$ cat src/hw/rtl/bpsk_llr_pkg.sv
`default_nettype none
// ----------------------------------------------------------------------------
// bpsk_llr_pkg: shared types and constants
// Register codes, configuration and control structs, fixed-point widths for
// the noisy BPSK LLR metric generator.
// ----------------------------------------------------------------------------
package bpsk_llr_pkg;

  localparam int LANES           = 8;
  localparam int Z_MAX_DEF       = 256;
  localparam int MAX_COLUMNS_DEF = 128;
  localparam int METRIC_BITS_DEF = 8;

  localparam int PUNCT_FIRST_COL = 69 - 2;
  localparam int RX_ONE_SHIFT    = 25;
  localparam int FRAC_BITS       = 33;
  localparam int NOISE_W         = 16;
  localparam int GAIN_W          = 16;
  localparam int FACTOR_W        = 18;
  localparam int LIMIT_W         = 7;
  localparam int PROD_W          = 32;
  localparam int RX_W            = 33;
  localparam int SC_W            = 52;
  localparam int ERRS_W          = 4;
  localparam int TOTAL_W         = 32;
  localparam int CFG_IDX_W       = 3;
  localparam int CFG_DATA_W      = 32;

  typedef enum logic [CFG_IDX_W-1:0] {
    REG_Z_SIZE          = 3'd0,
    REG_NUM_COLUMNS     = 3'd1,
    REG_NUM_CODEWORDS   = 3'd2,
    REG_PUNCTURE_ENABLE = 3'd3,
    REG_NOISE_GAIN      = 3'd4,
    REG_LLR_FACTOR      = 3'd5,
    REG_LLR_LIMIT       = 3'd6
  } cfg_reg_e;

  typedef struct packed {
    logic [8:0]          z_size;
    logic [7:0]          num_columns;
    logic [31:0]         num_codewords;
    logic                puncture_enable;
    logic [GAIN_W-1:0]   noise_gain;
    logic [FACTOR_W-1:0] llr_factor;
    logic [LIMIT_W-1:0]  llr_limit;
  } cfg_t;

  localparam cfg_t CFG_RESET = '{
    z_size:          9'd256,
    num_columns:     8'd69,
    num_codewords:   32'd1,
    puncture_enable: 1'b0,
    noise_gain:      16'd16384,
    llr_factor:      18'd512,
    llr_limit:       7'd127
  };

  typedef struct packed {
    logic             valid;
    logic [LANES-1:0] act;
    logic             punct;
    logic             last_run;
  } ctl_t;

endpackage
`default_nettype wire

$ cat src/hw/rtl/bpsk_llr_lane.sv
`default_nettype none
// ----------------------------------------------------------------------------
// bpsk_llr_lane: one BPSK lane
// Noise scaling, symbol add and error detect, LLR scaling, then clamp and
// round-half-even to the metric. Four registered stages.
// ----------------------------------------------------------------------------
module bpsk_llr_lane #(
  parameter int METRIC_BITS = bpsk_llr_pkg::METRIC_BITS_DEF
) (
  input  wire logic                                       clk_i,
  input  wire logic                                       adv_i,
  input  wire logic signed [bpsk_llr_pkg::NOISE_W-1:0]    noise_i,
  input  wire logic                                       bit_i,
  input  wire logic                                       act_i,
  input  wire logic                                       punct_i,
  input  wire logic [bpsk_llr_pkg::GAIN_W-1:0]            noise_gain_i,
  input  wire logic [bpsk_llr_pkg::FACTOR_W-1:0]          llr_factor_i,
  input  wire logic [bpsk_llr_pkg::LIMIT_W-1:0]           llr_limit_i,
  output logic                                            err_o,
  output logic signed [METRIC_BITS-1:0]                   metric_o
);

  localparam int RX_W = bpsk_llr_pkg::RX_W;
  localparam int SC_W = bpsk_llr_pkg::SC_W;
  localparam int FB   = bpsk_llr_pkg::FRAC_BITS;
  localparam logic signed [RX_W-1:0] RX_POS = RX_W'(1) << bpsk_llr_pkg::RX_ONE_SHIFT;
  localparam logic signed [RX_W-1:0] RX_NEG = -RX_POS;
  localparam logic [FB-1:0]          HALF   = {1'b1, {(FB-1){1'b0}}};

  logic signed [bpsk_llr_pkg::PROD_W:0]   prod_d;
  logic signed [bpsk_llr_pkg::PROD_W-1:0] prod_q;
  logic                                   bit_q;

  logic signed [RX_W-1:0] rx_sum, rx_q;
  logic                   err_d, err_q;

  logic signed [SC_W-1:0] sc_prod, sc_q;

  logic                   neg, up;
  logic [SC_W-1:0]        mag, lim;
  logic [7:0]             q, q_rnd;
  logic [FB-1:0]          rem;
  logic [15:0]            mval;
  logic signed [METRIC_BITS-1:0] metric_d, metric_q;

  always_comb begin
    prod_d  = noise_i * $signed({1'b0, noise_gain_i});
    rx_sum  = RX_W'(prod_q) + (bit_q ? RX_NEG : RX_POS);
    err_d   = act_i && (rx_sum[RX_W-1] != bit_q);
    sc_prod = rx_q * $signed({1'b0, llr_factor_i});

    neg = sc_q[SC_W-1];
    mag = neg ? SC_W'(-sc_q) : SC_W'(sc_q);
    lim = SC_W'({llr_limit_i, {FB{1'b0}}});
    q   = mag[FB+7:FB];
    rem = mag[FB-1:0];
    if (mag >= lim) begin
      q  = {1'b0, llr_limit_i};
      up = 1'b0;
    end else begin
      up = (rem > HALF) || ((rem == HALF) && q[0]);
    end
    q_rnd    = q + 8'(up);
    mval     = neg ? -{8'd0, q_rnd} : {8'd0, q_rnd};
    metric_d = mval[METRIC_BITS-1:0];
  end

  always_ff @(posedge clk_i) begin
    if (adv_i) begin
      prod_q   <= prod_d[bpsk_llr_pkg::PROD_W-1:0];
      bit_q    <= bit_i;
      rx_q     <= act_i ? rx_sum : '0;
      err_q    <= err_d;
      sc_q     <= punct_i ? '0 : sc_prod;
      metric_q <= metric_d;
    end
  end

  assign err_o    = err_q;
  assign metric_o = metric_q;

endmodule
`default_nettype wire

$ cat config.mk
export PLATFORM = sky130hd
export DESIGN_NAME = bpsk_llr_lane
export DESIGN_NICKNAME = d
export VERILOG_FILES = /design/src/hw/rtl/bpsk_llr_pkg.sv /design/src/hw/rtl/bpsk_llr_lane.sv
export SDC_FILE = /design/constraint.sdc
export NUM_CORES = 2
export LEC_CHECK = 0
export BUFFER_PORTS_ARGS = -buffer_cell sky130_fd_sc_hd__buf_2
export CAP_MARGIN = 20
export CORE_MARGIN = 2
export CORE_UTILIZATION = 45
export CTS_BUF_LIST = sky130_fd_sc_hd__clkbuf_4 sky130_fd_sc_hd__clkbuf_8
export CTS_CLUSTER_SIZE = 20
export DETAILED_ROUTE_END_ITERATION = 8
export GPL_TIMING_DRIVEN = 0
export PLACE_DENSITY = 0.67
export SLEW_MARGIN = 20
export SYNTH_ARGS = -nofsm -noshare
export SYNTH_HDL_FRONTEND = slang
export SYNTH_SLANG_ARGS = --single-unit
$ cat constraint.sdc
create_clock -name clk_i -period 6.4 [get_ports clk_i]
set_input_delay 0.64 -clock clk_i [delete_from_list [all_inputs] [get_ports clk_i]]
set_output_delay 0.64 -clock clk_i [all_outputs]
set_load 0.01 [all_outputs]
# After elaboration in Yosys (flattened, before gate mapping)
# Index checks and enable logic that the tools add are counted.
[totals]
out_inout_bits = 9
regBits = 127
[classes]
mux = 5
mul = 2
n_eq_ne = 2
reduce_logical = 3
n_lt_le_gt_ge = 2
add_sub_neg = 4
[op_table]
columns = ["operator", "n"]
rows = [
  ["52-bit by 40-bit greater-or-equal comparator with 1-bit output", 1],
  ["33-bit by 19-bit multiplier with 52-bit output", 1],
  ["52-bit 2-to-1 mux", 1],
  ["52-bit negator", 1],
  ["32-bit by 33-bit adder with 33-bit output", 1],
  ["33-bit == test, second input constant", 1],
  ["33-bit > comparator, second input constant", 1],
  ["33-bit 2-to-1 mux", 1],
  ["16-bit by 17-bit multiplier with 32-bit output", 1],
  ["8-bit 2-to-1 mux", 2],
  ["8-bit by 1-bit adder with 8-bit output", 1],
  ["8-bit negator", 1],
  ["1-bit logical AND", 2],
  ["1-bit logical OR", 1],
  ["1-bit 2-to-1 mux", 1],
  ["1-bit != test", 1],
]

# Longest topological paths before layout
[depth]
word_depth = 9
depth_mapped = 29

# Least setup slack after synthesis
# Ideal clock, no wire load.
[synth_timing]
path_kind = "input -> register"
from = "input llr_factor_i[1] (netlist bit)"
to = "register sc_q[51] (data pin)"
setup_slack_ns = -0.644
t_arrival_ns = 6.778
required_ns = 6.134
setup_ns = 0.266
cell_stages = 25
path_cell_list = "clkbuf_1 and2_1 fa_1 fa_1 inv_1 fa_1 inv_1 fa_1 fa_1 inv_1 fa_1 inv_1 ha_1 a21o_1 and3_1 a211o_1 a31oi_1 o21ai_0 a21bo_2 o21ba_2 a311o_1 a31oi_1 o21ai_0 xnor2_1 nor2_1"
[synth_between]
elab_chain_len = 1
[synth_lines]
columns = ["item", "line", "text"]
rows = [
  ["start, declared", "bpsk_llr_lane.sv:17", "input wire logic [bpsk_llr_pkg::FACTOR_W-1:0] llr_factor_i,"],
  ["33-bit by 19-bit multiplier with 52-bit output", "bpsk_llr_lane.sv:50", "sc_prod = rx_q * $signed({1'b0, llr_factor_i});"],
  ["end signal, assigned", "bpsk_llr_lane.sv:74", "sc_q <= punct_i ? '0 : sc_prod;"],
  ["end, declared", "bpsk_llr_lane.sv:37", "logic signed [SC_W-1:0] sc_prod, sc_q;"],
]
# Every way passes these cells.
# A chain may end at the register's enable or synchronous reset.

# Final worst setup path
[layout_timing]
from = "register rx_q[10]"
to = "register sc_q[51] (data pin)"
[layout_between]
elab_chain_len = 1
[layout_lines]
columns = ["item", "line", "text"]
rows = [
  ["start, declared", "bpsk_llr_lane.sv:34", "logic signed [RX_W-1:0] rx_sum, rx_q;"],
  ["start signal, assigned", "bpsk_llr_lane.sv:72", "rx_q <= act_i ? rx_sum : '0;"],
  ["33-bit by 19-bit multiplier with 52-bit output", "bpsk_llr_lane.sv:50", ""],
]
# Every way passes these cells.

==> summary.txt <==
Run status
  – Outcome: finished, violations left
  – Violated checks: setup timing

Placed design
  – GP Congestion: 0.958
  – Post-DP Area: 38100 um^2
  – I/O Buffers: 68
  – Post-DP HPWL: 82400 um

Critical path
  – Slowest-stage cell, CP: fa_2
  – CP Depth: 25
  – Startpoint types: register
  – WP data arrival: 7.06 ns
  – Crit-path max FO: 4
  – Slowest stage delay, CP: 0.57 ns
  – Setup CP Type: reg -> reg
  – Crit path required time: 6.65 ns
  – R2r startpoint: rx_q[10]
  – Worst R2R Path Depth: 25
  – Setup crit end kind: register
  – Buffers and inverters on the worst path: 5
  – Cell family with most CP delay: adder cells
  – Worst Setup SP: rx_q[10]

Clocking
  – Clk buf depth: 2
  – CTS tree: done
  – Root buffer cell: clkbuf_8
  – Clock transition at path regs: 0.07 ns
  – H-tree lvl count: 4
  – Clk sinks: 127
  – CTS buffer count: 17
  – Clock Latency Late Sink: 0.51 ns

Timing
  – Slew margin rel.: 44.1%
  – Clk_skew: 0.00875 ns
  – PnR worst setup slack: -0.411 ns
  – Final Setup Violations: 17
  – Period utilisation layout: 106%
  – Unrepaired setup endpoints after global routing: yes
  – Max Fclk: 147 MHz
  – Post-layout minimum cycle time: 6.81 ns
  – Slew @ Worst Pin: 0.837 ns
  – Slew Limit Fails: 0
  – Final Hold Vio Count: 0

Hold path
  – Hold Path Class: in -> reg
  – Hold depth: 1
  – Worst Min Path Start: bit_i

Final layout
  – Area taken by multi-input logic gates: 29300 um^2
  – Final nets: 5328
  – Register Area: 3810 um^2
  – Final Util: 51.8%
  – Fin area: 41500 um^2
  – Layout cells sized above 1: 14.3%
  – Fill count: 7464
  – P&R area growth vs syn: 14.6%

Yosys
  – Post-synthesis cell area: 36200 um^2
  – Cell with the most instances after synthesis: inv_1
  – Syn Inst Count: 3971
  – Count of cell types in the netlist: 76
  – Post-synth top flop: edfxtp_1
  – Top cells by instance count after synthesis: 992 x inv_1, 768 x fa_1, 468 x and2_1
  – Area share of the largest cell type after synthesis: 42.4%
  – Area leader, netlist: fa_1
  – FF+latch count, synth: 127
  – Synth async-reset ratio: 0%
  – Seq/Total Area, Yosys: 10.5%
  – Area contributors post-synth: fa_1 42%, edfxtp_1 11%, inv_1 10%
  – Synthesized Nets: 5065
  – Syn_area_per_cell: 9.13 um^2
  – Yosys warnings: 0
  – Post-synth EDFFs: 127

Die
  – Core Area: 80200 um^2
  – Initial core utilization: 45.2%
  – Die X: 288 um
  – FP Rows: 104
  – IO Count: 71
  – Die ar.: 82800 um^2
  – Die span in y: 288 um

Detailed routing
  – Vias per cell: 5.20
  – WL/cell: 19.4 um
  – Post-Route WL: 103000 um
  – DR pass1 iterations: 6
  – Iteration-0 DRC Markers: 1587
  – Post-route DRC violation count: 0
  – Vias post-DR: 27600
  – Antenna Violating Nets Remaining: 0

Global routing
  – Largest net degree at the start of global routing: 75
  – First-pass GRT wire length: 161000 um
  – Gr usage total: 25.6%
  – Initial antenna violation count: 0
  – Gr ovfl total: 0
  – Vias in the first global route: 29100

Run
  – Max Cap Viol: 0
==> final cells by class <==
cell class	count	area share (%)
Antenna cell	2	0.0121
Buffer	128	2.13
Clock buffer	19	0.600
Clock inverter	13	0.395
Inverter	993	8.98
Multi-Input combinational cell	2706	70.5
Sequential cell	127	9.19
Tap cell	1060	3.19
Timing Repair Buffer	261	4.97
==> layout by cell type (no fill, tap or decap), types with 21 or more instances in the layout <==
cell type | synthesis | final
nor3_1 | 34 | 29
xnor2_1 | 59 | 55
inv_1 | 992 | 971
xor2_1 | 42 | 42
clkbuf_1 | 140 | 36
buf_2 | 4 | 72
and2_1 | 468 | 451
nand2_1 | 460 | 448
nand2b_1 | 27 | 27
nor2_1 | 108 | 101
edfxtp_1 | 127 | 127
nand3_1 | 30 | 25
fa_2 | 0 | 26
buf_6 | 0 | 43
buf_4 | 0 | 158
a21oi_2 | 1 | 21
inv_2 | 0 | 21
clkbuf_4 | 0 | 24
ha_1 | 264 | 240
a21o_1 | 35 | 34
fa_1 | 768 | 742
clkbuf_2 | 0 | 30
o21ai_0 | 52 | 35
clkbuf_8 | 0 | 27
a21oi_1 | 78 | 56
==> layer usage <==
metal	vias to the layer above	GRT usage, %	wire length, um	share of wire, %
met5	-	0	0	0
met4	0	13.4	6410	6.2
met3	307	4.19	7310	7.1
met2	1012	44.1	49800	48
met1	13800	30.7	39500	38
li1	12500	-	-	-
==> repair_timing <==
action	4_1_cts	5_1_grt
endpoints found under the setup margin	54	39
hold buffers	0	0
gates cloned	0	0
gates resized for setup	243	248
setup buffers	111	82
pin swaps	68	104
==> path summary, 6_finish.rpt <==
kind              endpoint  slack (ns)
setup reg to reg  sc_q[51]       -0.41
hold / removal       bit_q        0.33
setup / recovery  sc_q[51]       -0.41
hold reg to reg   rx_q[23]        0.52
==> sequential cells by signal, summed over array words and instances (netlist names) <==
name / cells
sc_q: 52
rx_q: 33
metric_o: 8
err_o: 1
bit_q: 1
prod_q: 32
==> through the flow <==
stage	hold slack (ns)	setup TNS [ns]	setup WS, ns	instances
floorplan	0.503	-1.80	-0.249	3971
global placement	0.507	-56.29	-2.04	5099
detailed placement	0.511	-57.69	-1.88	5100
CTS	0.300	-4.36	-0.572	5232
global route	0.302	-8.14	-0.616	5307
finish	0.325	-4.28	-0.411	5309
==> logic make-up (layout without fill, tap and decap cells) <==
kind of cell | after synthesis | in the layout | synth area share [%]
fa+ha+maj | 1032 | 1032 | 51.5
buf+inv | 1138 | 1414 | 11.8
simple gates | 1272 | 1272 | 18.1
other cells | 0 | 2 | 0
mux | 10 | 10 | 0.283
flops | 127 | 127 | 10.5
xor+xnor | 101 | 101 | 2.44
compound gates | 291 | 291 | 5.31
Power is not shown: default switching activity piles up to over one toggle a cycle in this logic, so the estimate is an artifact.
