--- src/hw/rtl/bpsk_llr_pkg.sv ---
`default_nettype none
// ----------------------------------------------------------------------------
// bpsk_llr_pkg: shared types and constants
// Register codes, configuration and control structs, fixed-point widths for
// the noisy BPSK LLR metric generator.
// ----------------------------------------------------------------------------
package bpsk_llr_pkg;

  localparam int LANES           = 8;
  localparam int Z_MAX_DEF       = 256;
  localparam int MAX_COLUMNS_DEF = 128;
  localparam int METRIC_BITS_DEF = 8;

  localparam int PUNCT_FIRST_COL = 69 - 2;
  localparam int RX_ONE_SHIFT    = 25;
  localparam int FRAC_BITS       = 33;
  localparam int NOISE_W         = 16;
  localparam int GAIN_W          = 16;
  localparam int FACTOR_W        = 18;
  localparam int LIMIT_W         = 7;
  localparam int PROD_W          = 32;
  localparam int RX_W            = 33;
  localparam int SC_W            = 52;
  localparam int ERRS_W          = 4;
  localparam int TOTAL_W         = 32;
  localparam int CFG_IDX_W       = 3;
  localparam int CFG_DATA_W      = 32;

  typedef enum logic [CFG_IDX_W-1:0] {
    REG_Z_SIZE          = 3'd0,
    REG_NUM_COLUMNS     = 3'd1,
    REG_NUM_CODEWORDS   = 3'd2,
    REG_PUNCTURE_ENABLE = 3'd3,
    REG_NOISE_GAIN      = 3'd4,
    REG_LLR_FACTOR      = 3'd5,
    REG_LLR_LIMIT       = 3'd6
  } cfg_reg_e;

  typedef struct packed {
    logic [8:0]          z_size;
    logic [7:0]          num_columns;
    logic [31:0]         num_codewords;
    logic                puncture_enable;
    logic [GAIN_W-1:0]   noise_gain;
    logic [FACTOR_W-1:0] llr_factor;
    logic [LIMIT_W-1:0]  llr_limit;
  } cfg_t;

  localparam cfg_t CFG_RESET = '{
    z_size:          9'd256,
    num_columns:     8'd69,
    num_codewords:   32'd1,
    puncture_enable: 1'b0,
    noise_gain:      16'd16384,
    llr_factor:      18'd512,
    llr_limit:       7'd127
  };

  typedef struct packed {
    logic             valid;
    logic [LANES-1:0] act;
    logic             punct;
    logic             last_run;
  } ctl_t;

endpackage
`default_nettype wire

--- src/hw/rtl/bpsk_llr_seq.sv ---
`default_nettype none
// ----------------------------------------------------------------------------
// bpsk_llr_seq: configuration registers and position sequencer
// Holds the register file and the byte, column and codeword counters; issues
// per-transaction lane mask, puncture and end-of-run control.
// ----------------------------------------------------------------------------
module bpsk_llr_seq #(
  parameter int Z_MAX       = bpsk_llr_pkg::Z_MAX_DEF,
  parameter int MAX_COLUMNS = bpsk_llr_pkg::MAX_COLUMNS_DEF
) (
  input  wire logic                                  clk_i,
  input  wire logic                                  rst_ni,
  input  wire logic                                  cfg_we_i,
  input  wire logic [bpsk_llr_pkg::CFG_IDX_W-1:0]    cfg_idx_i,
  input  wire logic [bpsk_llr_pkg::CFG_DATA_W-1:0]   cfg_data_i,
  input  wire logic                                  adv_i,
  input  wire logic                                  accept_i,
  output bpsk_llr_pkg::cfg_t                         cfg_o,
  output bpsk_llr_pkg::ctl_t                         ctl_o
);

  localparam int BYTE_W = (Z_MAX > 8) ? $clog2(Z_MAX / 8) : 1;
  localparam int COL_W  = (MAX_COLUMNS > 1) ? $clog2(MAX_COLUMNS) : 1;

  bpsk_llr_pkg::cfg_t cfg_q, cfg_d;
  bpsk_llr_pkg::ctl_t ctl_q, ctl_d;

  logic [BYTE_W-1:0] byte_q, byte_d;
  logic [COL_W-1:0]  col_q, col_d;
  logic [31:0]       cw_q, cw_d;

  logic [8:0]  z_eff, zm1, last_byte_idx, ncol_eff, ncol_ext;
  logic [31:0] ncw_m1;
  logic        last_byte, last_col, last_cw, punct;
  logic [bpsk_llr_pkg::LANES-1:0] act;

  always_comb begin
    cfg_d = cfg_q;
    if (cfg_we_i) begin
      unique case (cfg_idx_i)
        bpsk_llr_pkg::REG_Z_SIZE:          cfg_d.z_size          = cfg_data_i[8:0];
        bpsk_llr_pkg::REG_NUM_COLUMNS:     cfg_d.num_columns     = cfg_data_i[7:0];
        bpsk_llr_pkg::REG_NUM_CODEWORDS:   cfg_d.num_codewords   = cfg_data_i[31:0];
        bpsk_llr_pkg::REG_PUNCTURE_ENABLE: cfg_d.puncture_enable = cfg_data_i[0];
        bpsk_llr_pkg::REG_NOISE_GAIN:      cfg_d.noise_gain      = cfg_data_i[15:0];
        bpsk_llr_pkg::REG_LLR_FACTOR:      cfg_d.llr_factor      = cfg_data_i[17:0];
        bpsk_llr_pkg::REG_LLR_LIMIT:       cfg_d.llr_limit       = cfg_data_i[6:0];
        default:                           cfg_d                 = cfg_q;
      endcase
    end
  end

  always_comb begin
    if (cfg_q.z_size == 9'd0) begin
      z_eff = 9'd1;
    end else if (cfg_q.z_size > 9'(Z_MAX)) begin
      z_eff = 9'(Z_MAX);
    end else begin
      z_eff = cfg_q.z_size;
    end
    zm1           = z_eff - 9'd1;
    last_byte_idx = zm1 >> 3;

    ncol_ext = {1'b0, cfg_q.num_columns};
    if (ncol_ext == 9'd0) begin
      ncol_eff = 9'd1;
    end else if (ncol_ext > 9'(MAX_COLUMNS)) begin
      ncol_eff = 9'(MAX_COLUMNS);
    end else begin
      ncol_eff = ncol_ext;
    end

    ncw_m1 = (cfg_q.num_codewords == 32'd0) ? 32'd0 : cfg_q.num_codewords - 32'd1;

    last_byte = 9'(byte_q) >= last_byte_idx;
    last_col  = 9'(col_q) >= (ncol_eff - 9'd1);
    last_cw   = cw_q >= ncw_m1;
    punct     = cfg_q.puncture_enable && (9'(col_q) >= 9'(bpsk_llr_pkg::PUNCT_FIRST_COL));

    for (int i = 0; i < bpsk_llr_pkg::LANES; i++) begin
      act[i] = !last_byte || (3'(i) <= zm1[2:0]);
    end
  end

  always_comb begin
    byte_d = byte_q;
    col_d  = col_q;
    cw_d   = cw_q;
    if (accept_i) begin
      if (!last_byte) begin
        byte_d = byte_q + BYTE_W'(1);
      end else begin
        byte_d = '0;
        if (!last_col) begin
          col_d = col_q + COL_W'(1);
        end else begin
          col_d = '0;
          cw_d  = last_cw ? 32'd0 : cw_q + 32'd1;
        end
      end
    end

    ctl_d = ctl_q;
    if (adv_i) begin
      ctl_d.valid    = accept_i;
      ctl_d.act      = act;
      ctl_d.punct    = punct;
      ctl_d.last_run = last_byte && last_col && last_cw;
    end
  end

  always_ff @(posedge clk_i or negedge rst_ni) begin
    if (!rst_ni) begin
      cfg_q  <= bpsk_llr_pkg::CFG_RESET;
      ctl_q  <= '0;
      byte_q <= '0;
      col_q  <= '0;
      cw_q   <= '0;
    end else begin
      cfg_q  <= cfg_d;
      ctl_q  <= ctl_d;
      byte_q <= byte_d;
      col_q  <= col_d;
      cw_q   <= cw_d;
    end
  end

  assign cfg_o = cfg_q;
  assign ctl_o = ctl_q;

endmodule
`default_nettype wire

--- config.mk ---
export PLATFORM = sky130hd
export DESIGN_NAME = bpsk_llr_seq
export DESIGN_NICKNAME = d
export VERILOG_FILES = /design/src/hw/rtl/bpsk_llr_pkg.sv /design/src/hw/rtl/bpsk_llr_seq.sv
export SDC_FILE = /design/constraint.sdc
export NUM_CORES = 1
export LEC_CHECK = 0
export BUFFER_PORTS_ARGS = -buffer_cell sky130_fd_sc_hd__buf_4
export CORE_ASPECT_RATIO = 1.75
export CORE_MARGIN = 2
export CORE_UTILIZATION = 50
export CTS_BUF_LIST = sky130_fd_sc_hd__clkbuf_16
export DETAILED_ROUTE_END_ITERATION = 10
export PLACE_DENSITY = 0.75
export SETUP_SLACK_MARGIN = 0.05
export SYNTH_ARGS = -nofsm -noshare
export SYNTH_HDL_FRONTEND = slang
export SYNTH_SLANG_ARGS = --single-unit
--- constraint.sdc ---
create_clock -name clk_i -period 4.5 [get_ports clk_i]
set_clock_uncertainty 0.15 [all_clocks]
set_input_delay 0.225 -clock clk_i [delete_from_list [all_inputs] [get_ports clk_i]]
set_output_delay 0.225 -clock clk_i [all_outputs]
set_load 0.03 [all_outputs]
# [Yosys cells after proc, flatten, opt, wreduce, memory -nomap -nowiden]
# Cells that the tools add are included.
[classes] muxes=8 magnitude_cmp=14 n_reduce_logical=25 add_sub_neg=6 n_eq_ne=6
[op_table] operator="32-bit 2-to-1 mux" count=2
[op_table] operator="32-bit by 1-bit adder with 32-bit output, second input constant" count=1
[op_table] operator="32-bit greater-or-equal comparator" count=1
[op_table] operator="32-bit zero test" count=1
[op_table] operator="32-bit by 1-bit subtractor with 32-bit output, second input constant" count=1
[op_table] operator="9-bit 2-to-1 mux" count=2
[op_table] operator="9-bit by 1-bit subtractor with 9-bit output, second input constant" count=2
[op_table] operator="8-bit 2-to-1 mux" count=2
[op_table] operator="2-bit AND reduction" count=8
[op_table] operator="3-bit <= comparator, first input constant" count=4
[op_table] operator="3-bit == test, second input constant" count=3
[op_table] operator="7-bit by 9-bit greater-or-equal comparator with 1-bit output" count=1
[op_table] operator="9-bit greater-than comparator, second input constant" count=1
[op_table] operator="9-bit zero test" count=1
[op_table] operator="8-bit greater-than comparator, second input constant" count=1
[op_table] operator="8-bit zero test" count=1
[op_table] operator="1-bit logical OR" count=8
[op_table] operator="7-bit by 1-bit adder with 7-bit output, second input constant" count=1
[op_table] operator="7-bit greater-or-equal comparator, second input constant" count=1
[op_table] operator="7-bit 2-to-1 mux" count=1
[op_table] operator="3-bit by 2-bit == test with 1-bit output, second input constant" count=2
[op_table] operator="5-bit by 6-bit greater-or-equal comparator with 1-bit output" count=1
[op_table] operator="1-bit by 3-bit <= comparator with 1-bit output, first input constant" count=2
[op_table] operator="2-bit by 3-bit <= comparator with 1-bit output, first input constant" count=2
[op_table] operator="7 further kinds" count=9
[totals] out_inout_bits=102 wordCells=73 register_bits=146 input_bits=40

# [Longest topological paths before layout]
# Gate-level depths: netlist of the first run.
[logic_depth] ltp_word=7 mapped_depth=18 ltp_nobuf=16

# [Least setup slack after synthesis of the first run]
# OpenSTA, ideal clock, no wires.
[synth_timing] path_type="register to register" start="register cfg_q, in the netlist cfg_o[54]" end="register cw_q[24]" n_path_buf=4 t_required_ns=4.234 path_slack_ns=-0.289 stages_incl_launch_ff=19 setup_ns=0.116 arrival_ns=4.523 synth_period_minus_slack_ns=4.789 path_cell_list="dfrtp_1 or4_4 or3_4 nor4_4 nand2_2 or3_1 buf_2 buf_2 nand2_1 ha_1 nand4_1 nor4_1 a222oi_1 or3b_1 buf_2 nor2_1 nand2b_1 clkbuf_1 o311ai_0"
[synth_between] elab_chain_len=4 word_cells_on_any_way=5 classes_between="add/sub (1); order compare (1); mux (2); reduce/logical (1)"
[synth_rtl] element="from (decl)" line_no="bpsk_llr_seq.sv:25" source="bpsk_llr_pkg::cfg_t cfg_q, cfg_d;"
[synth_rtl] element="from (signal assigned)" line_no="bpsk_llr_seq.sv:114" source="cfg_q <= bpsk_llr_pkg::CFG_RESET;"
[synth_rtl] element="from (signal assigned)" line_no="bpsk_llr_seq.sv:120" source="cfg_q <= cfg_d;"
[synth_rtl] element="32-bit by 1-bit subtractor with 32-bit output / 32-bit zero test (equally long branches)" line_no="bpsk_llr_seq.sv:73" source="ncw_m1 = (cfg_q.num_codewords == 32'd0) ? 32'd0 : cfg_q.num_codewords - 32'd1;"
[synth_rtl] element="32-bit 2-to-1 mux (*)" line_no="bpsk_llr_seq.sv:73"
[synth_rtl] element="32-bit greater-or-equal comparator (*)" line_no="bpsk_llr_seq.sv:77" source="last_cw = cw_q >= ncw_m1;"
[synth_rtl] element="32-bit 2-to-1 mux (*)" line_no="bpsk_llr_seq.sv:98" source="cw_d = last_cw ? 32'd0 : cw_q + 32'd1;"
[synth_rtl] element="to (signal assigned)" line_no="bpsk_llr_seq.sv:124" source="cw_q <= cw_d;"
[synth_rtl] element="to (decl)" line_no="bpsk_llr_seq.sv:30" source="logic [31:0] cw_q, cw_d;"
# Every way passes the cells marked *; elsewhere a longest branch is shown, timed or not.
# A chain may end at the register's enable or synchronous reset.

# [Worst setup path in the final report of the first run]
[layout_timing] start="register cfg_q, in the netlist cfg_o[53]" end="register cw_q[16]"
# Same word-level chain as after synthesis.

==> metrics.cfg, run 1 <==
[cts]
cts_num_sinks = 146
htreeDepth = 4
ctsRootBufferMaster = clkbuf_16
clockBufferDepth = 2
clk_latency_ns = 0.44
cts_tree = built
clkTransAtPathRegs_ns = 0.06
cts_buffers = 17

[sta]
post-route-min-period_ns = 4.70
slew_headroom_pct = 20.8
max_freq_ghz = 0.213
final-max-slew-violation-count = 0
finalSetupViolations = 33
finalCritPeriodShare_pct = 104
rsz0062_at_grt = yes
tightest_slew_ns = 1.18
setup_ws_ns = -0.195
hold_viol = 0

[place]
gp_congestion = 0.858
placedCellCount = 1149
io_buffer_count = 141
placed_cell_area_um2 = 9870
hpwl_um = 16500

[synth]
synth_cells = 810
synth_top_flop_cell = dfrtp_1
netlist-cell-type-count = 55
synth-edff-count = 0
yosysWarnings = 0
synth.avg_cell_area_um2 = 10.2
netlist_area_um2 = 8220
yosysTopAreaCellShare_pct = 40.2
synth_seq_cells = 146
async_flop_share_pct = 100
synth_fp_nets = 904
synth_area_leaders = dfrtp_1 40%, mux2_2 12%, ha_1 8.2%
seq_area_frac_synth_pct = 44.6
yosysMostFrequentCell = dfrtp_1
synth_top_area_cell = dfrtp_1
synth_common_cells = 132 x dfrtp_1, 94 x nand2_1, 86 x mux2_2, 54 x ha_1

[route]
viasPerCell = 5.97
wl_um = 24600
first_pass_iters = 5
vias = 7340
ant_nets = 0
routedWlPerCell_um = 20.0
drt_iter0_drc = 375
post-route-drc-count = 0

[run_status]
violations = negative setup slack
status = finished, violations left

[die]
core_area_um2 = 16300
num_rows = 62
die_w_um = 101
pin_count = 142
die_area_um2 = 17500
die_h_um = 174
start_util_pct = 50.5

[flow_run]
max-cap-violations = 0

[min_path]
min-delay-path-class = in -> reg

[final_layout]
syn_to_final_growth_pct = 37.6
drive_gt1_share_pct = 38.6
final_cells = 1230
final_nets = 1118
fin_area_um2 = 11300

[power]
peakVddDrop_mv = 0.406
p_per_area_nw_per_um2 = 488
p_leak_nw = 5.07

[global_routing]
grt_overflow = 0
grt_max_degree = 68
grt_pass1_wl_um = 38100
grt_pass1_vias = 7314
antenna_found_initial = 1
grtUsageTotal_pct = 27.9

[worst_setup_path]
cp_cell_sequence = or4_4 > or3_4 > nor4_4 > nand2_2 > buf_4 > buf_6 > nor3_4 > xor2_1 > nand2_1 > ha_4 > nand4_1 > nor4_2 > a222oi_1 > or3b_4 > nor2_4 > nand2b_4 > buf_12 > o311ai_2
critPathArrivalTime_ns = 4.88
worst-path-buf-inv = 3
worstSetupPathType = reg -> reg
end_kind = flop
crit_family = simple AND/OR/NAND/NOR gates
critPathLaunchType = flop
crit_fanout = 21
crit_required_ns = 4.68
cp_slowest_stage_delay_ns = 0.54
crit_slowest_cell = or4_4

==> tightest hold or removal path, delay by kind of cell <==
family                 cells  cell delay [ns]
buffers and inverters      1             0.12
multiplexers               1             0.23
AND/OR/NAND/NOR            1             0.09
==> layout make-up <==
type / instances / area [um2]
diodes: 1 / 2.50
well taps: 192 / 240
fillers: 1142 / 4970
repair buffers: 223 / 1820
multi-input cells: 610 / 4820
flip-flops and latches: 146 / 3680
clock buffers: 17 / 425
clock inverters: 15 / 230
inverters: 26 / 97.6
==> metal layers <==
metal / vias to the layer above / GRT usage [%] / share of wire (%)
met5: - / 0 / 0
met4: 0 / 11.9 / 3.9
met3: 70 / 6.45 / 5.2
met2: 255 / 49.2 / 54
met1: 3623 / 31.6 / 37
li1: 3392 / - / -
==> logic make-up after synthesis <==
logic type,after synthesis,synth area share [%]
XOR/XNOR,29,3.09
multiplexers,88,12.0
flip-flops,146,44.6
adder cells (fa/ha/maj),54,8.22
AO/OA/AOI/OAI,143,11.1
buffers and inverters,54,2.65
AND/OR/NAND/NOR,296,18.3
==> sequential cells by signal, indices dropped and copies added (netlist names) <==
signal,cells
ctl_o,11
cfg_o,91
cw_q,32
byte_q,5
col_q,7
==> cell usage in the layout, fill, tap and decap left out, drive strengths merged, types with 28 or more instances in the layout <==
| cell | Yosys | layout |
|---|---|---|
| buf | 7 | 187 |
| mux2 | 86 | 86 |
| a21oi | 28 | 28 |
| dlygate4sd3 | 0 | 35 |
| inv | 26 | 31 |
| nand3 | 36 | 36 |
| nand2 | 95 | 95 |
| ha | 54 | 54 |
| dfrtp | 132 | 132 |
| o21ai | 43 | 43 |
| nor2 | 43 | 43 |
==> where the power goes <==
part           leakage, nW  internal, W  switching [W]  total, W
clock network        0.322     0.000992       0.000608   0.00160
logic                 3.06     0.000874        0.00118   0.00205
registers             1.68      0.00158       0.000288   0.00187
==> through the flow <==
stage | hold WS [ns] | setup slack, ns | power (W) | TNS (ns) | utilization (%)
final | 0.102 | -0.195 | 0.00552 | -4.32 | 69.5
after global placement | 0.105 | 0.0446 | 0.00375 | 0 | 60.6
after CTS | 0.106 | 0.101 | 0.00546 | 0 | 67.2
after global routing | 0.105 | -0.364 | 0.00580 | -9.41 | 69.5
after floorplan | -0.221 | -0.00750 | 0.00307 | -0.0952 | -
after detailed placement | 0.101 | -0.0400 | 0.00380 | -0.235 | 60.6
==> worst paths after layout <==
kind	from	end	slack, ns	depth (start not counted)
max in group asynchronous	rst_ni	cfg_o[80]	2.96	3
min reg2reg	ctl_o[7]	ctl_o[7]	0.36	1
max	cfg_o[53]	cw_q[16]	-0.20	18
min	cfg_idx_i[1]	cfg_o[90]	0.10	3
min in group asynchronous	rst_ni	cfg_o[82]	0.20	2
max reg2reg	cfg_o[53]	cw_q[16]	-0.20	18
==> repair_timing <==
item | CTS | global route
endpoints found under the setup margin | 21 | 37
pin swaps | 7 | 8
setup buffers | 2 | 10
gates cloned | 0 | 0
hold endpoints to repair | 161 | 0
resized for setup | 11 | 65
hold buffers | 35 | 0
No activity file was read; power rests on OpenSTA's default activity.
==> run 2, diff against run 1 <==
- CELL_PAD_IN_SITES_DETAIL_PLACEMENT: default -> 1
- CELL_PAD_IN_SITES_GLOBAL_PLACEMENT: default -> 2
- CORE_UTILIZATION: 50 -> 32
- PLACE_DENSITY: 0.75 -> default
- PLACE_DENSITY_LB_ADDON: default -> 0.1
==> run 2 against run 1 <==
Net effect: the run still ends with negative setup slack left; worst setup slack improved by 0.18 ns; core utilization fell by 24 points; fmax increased by 4.0%; final cell count is 9.8% higher; critical path depth down 1; die area is 54% higher; clock power down 8%; final area grew 1.6%; via count fell by 2.4%; critical endpoint is now cw_q[15].
==> metrics.cfg, run 2 (synthesis results as in run 1) <==
[final_layout]
largest_reg_flops = 91  ; unchanged
drive_gt1_share_pct = 38.6  ; about the same
final_cells = 1350  ; +9.8%
fin_util_pct = 45.5  ; -24 points
diodes = 0  ; -1
syn_to_final_growth_pct = 39.8
final_cell_mix = 176 x buf_4, 127 x dfrtp_1, 86 x mux2_2, 84 x nand2_1, 48 x ha_1
fill_cells = 2820  ; +150%
final_nets = 1115  ; -0.27%
layout_commonest_cell = buf_4

[min_path]
hold_depth = 4  ; +1
whs_endpoint = cfg_o[41]
min_from = cfg_idx_i[1]
min-delay-path-class = in -> reg

[power]
sw_frac_of_total_pct = 38.5  ; +0.92 points
p_leak_nw = 5.09  ; +0.45%
switchingPower_w = 0.00208  ; +0.27%
power.internal_w = 0.00332  ; -3.6%
pwr-share-clk_pct = 27.4  ; -1.6 points
p_total_w = 0.00540  ; -2.1%
peakVddDrop_mv = 0.311  ; -23%
p_per_area_nw_per_um2 = 470  ; -3.7%
combPwrFrac_pct = 37.9  ; +0.7 points
seqPwrFrac_pct = 34.6  ; +0.8 points

[cts]
clockBufferDepth = 2  ; unchanged
ctsRootBufferMaster = clkbuf_16
cts_tree = built
cts_buffers = 17  ; unchanged
cts_num_sinks = 146  ; unchanged
htreeDepth = 4  ; unchanged
clkTransAtPathRegs_ns = 0.07  ; about the same
clk_latency_ns = 0.44  ; about the same

[sta]
finalSetupTns_ns = -0.0251  ; +4.30 ns
setup_ws_ns = -0.0141  ; +0.181 ns
finalCritPeriodShare_pct = 100  ; -4.0 points
finalSetupViolations = 3  ; -91%
rsz0062_at_grt = yes
final-max-slew-violation-count = 0  ; unchanged
tightest_slew_ns = 1.22  ; +0.0381 ns
slew_headroom_pct = 18.8  ; -2.0 points
hold_viol = 0  ; unchanged
post-route-min-period_ns = 4.51  ; -0.181 ns
max_freq_ghz = 0.222  ; +4.0%

[place]
placedCellCount = 1272  ; +11%
gp_congestion = 0.826  ; -3.8%
io_buffer_count = 141  ; unchanged
hpwl_um = 20500  ; +24%
pre_cts_ws_ns = -0.192  ; -0.152 ns

[run_status]
status = finished, violations left
violations = negative setup slack

[route]
drt_iter0_drc = 347  ; -7.5%
post-route-drc-count = 0  ; unchanged
wl_um = 27700  ; +13%
top_layer_used = met4
ant_nets = 0  ; unchanged
first_pass_iters = 4  ; -1
vias = 7163  ; -2.4%
wl_met2_um = 16500  ; +24%
route.met3.wl_um = 702  ; -45%
routedWlPerCell_um = 20.6  ; +2.9%
wl_met1_um = 9680  ; +6.6%
viasPerCell = 5.31  ; -11%

[die]
num_rows = 77  ; +24%
die_w_um = 125  ; +24%
core_area_um2 = 25200  ; +55%
die_h_um = 216  ; +24%
die_area_um2 = 27000  ; +54%
pin_count = 142  ; unchanged
start_util_pct = 32.6  ; -18 points

[worst_setup_path]
critPathArrivalTime_ns = 4.70  ; -0.18 ns
crit_required_ns = 4.68  ; about the same
rr_worst_depth = 17  ; -1
worstSetupPathType = reg -> reg
end_kind = flop
r2r_slack_ns = -0.01  ; +0.18 ns
r2r_end = cw_q[15]
cp_cell_sequence = or4_4 > or3_4 > nor4_4 > nand2_4 > or3_4 > buf_12 > buf_16 > nand2_2 > ha_1 > nand2_1 > nor4_2 > a222oi_1 > or3b_4 > nor2_4 > buf_4 > nand3_1 > o311ai_4
crit_slowest_cell = or4_4
cp_slowest_stage_delay_ns = 0.53  ; about the same
crit_top_cell = or3_4
r2r_start = cfg_o[53]
crit_fanout = 15  ; -29%
critPathLaunchType = flop

[global_routing]
antenna_found_initial = 0  ; -1
grt_pass1_vias = 8003  ; +9.4%
grt_max_degree = 64  ; -5.9%
grt_pass1_wl_um = 43400  ; +14%
grt_overflow = 0  ; unchanged
grtUsageTotal_pct = 20.6  ; -7.3 points

[flow_run]
max-cap-violations = 0  ; unchanged

-- run 2: power by group through the flow --
stage | Clock (W) | Sequential (W) | Combinational, W
6_report | 0.00148 | 0.00187 | 0.00205
5_1_grt | 0.00158 | 0.00191 | 0.00223
4_1_cts | 0.00153 | 0.00187 | 0.00204
3_5_place_dp | 0 | 0.00189 | 0.00200
3_3_place_gp | 0 | 0.00188 | 0.00193
2_1_floorplan | 0 | 0.00221 | 0.000864
-- run 2: cell type report --
| type | instances | area, um2 | area share [%] |
|---|---|---|---|
| sequential | 146 | 3680 | 32.0 |
| tap | 316 | 395 | 3.44 |
| clock inverter | 15 | 181 | 1.58 |
| inverter | 26 | 97.6 | 0.849 |
| multi-input combinational | 610 | 4870 | 42.3 |
| clock buffer | 17 | 425 | 3.70 |
| timing repair buffer | 220 | 1850 | 16.1 |
-- run 2: worst max-delay path: cells and delay by family, from the launching register on --
family | cells | cell delay (ns)
and+or+nand+nor | 11 | 2.65
buffers and inverters | 3 | 0.52
AOI/OAI and AO/OA | 2 | 0.47
DFF | 1 | 0.40
adders and majority gates | 1 | 0.21
-- run 2: layer usage --
metal | GRT usage (%) | vias up
li1 | - | 3395
met1 | 19.9 | 3611
met2 | 41.5 | 117
met3 | 3.97 | 40
met4 | 8.37 | 0
met5 | 0 | -
-- run 2: worst max path at each step --
stage	slack, ns	startpoint	end	cells after the start
3_3_place_gp	0.005	cfg_o[53]	cw_q[6]	16
5_1_grt	-0.21	cfg_o[53]	cw_q[31]	16
6_report	-0.01	cfg_o[53]	cw_q[15]	17
2_1_floorplan	-0.008	cfg_o[53]	cw_q[15]	17
4_1_cts	0.005	cfg_o[53]	cw_q[15]	16
3_5_place_dp	-0.19	cfg_o[53]	cw_q[15]	17
-- run 2: what timing repair did --
item	CTS	global route
hold endpoints to repair	162	0
gates resized for setup	20	49
hold buffers	35	0
gates cloned	1	2
setup buffers	5	3
pin swaps	9	3
setup endpoints to repair	33	33
-- run 2: metrics by stage --
stage	instance area, um2	hold slack, ns
5_1_grt	11500	0.0963
4_1_cts	11200	0.0792
3_5_place_dp	10000	0.136
6_report	11500	0.108
2_1_floorplan	8450	-0.221
3_3_place_gp	10000	0.111
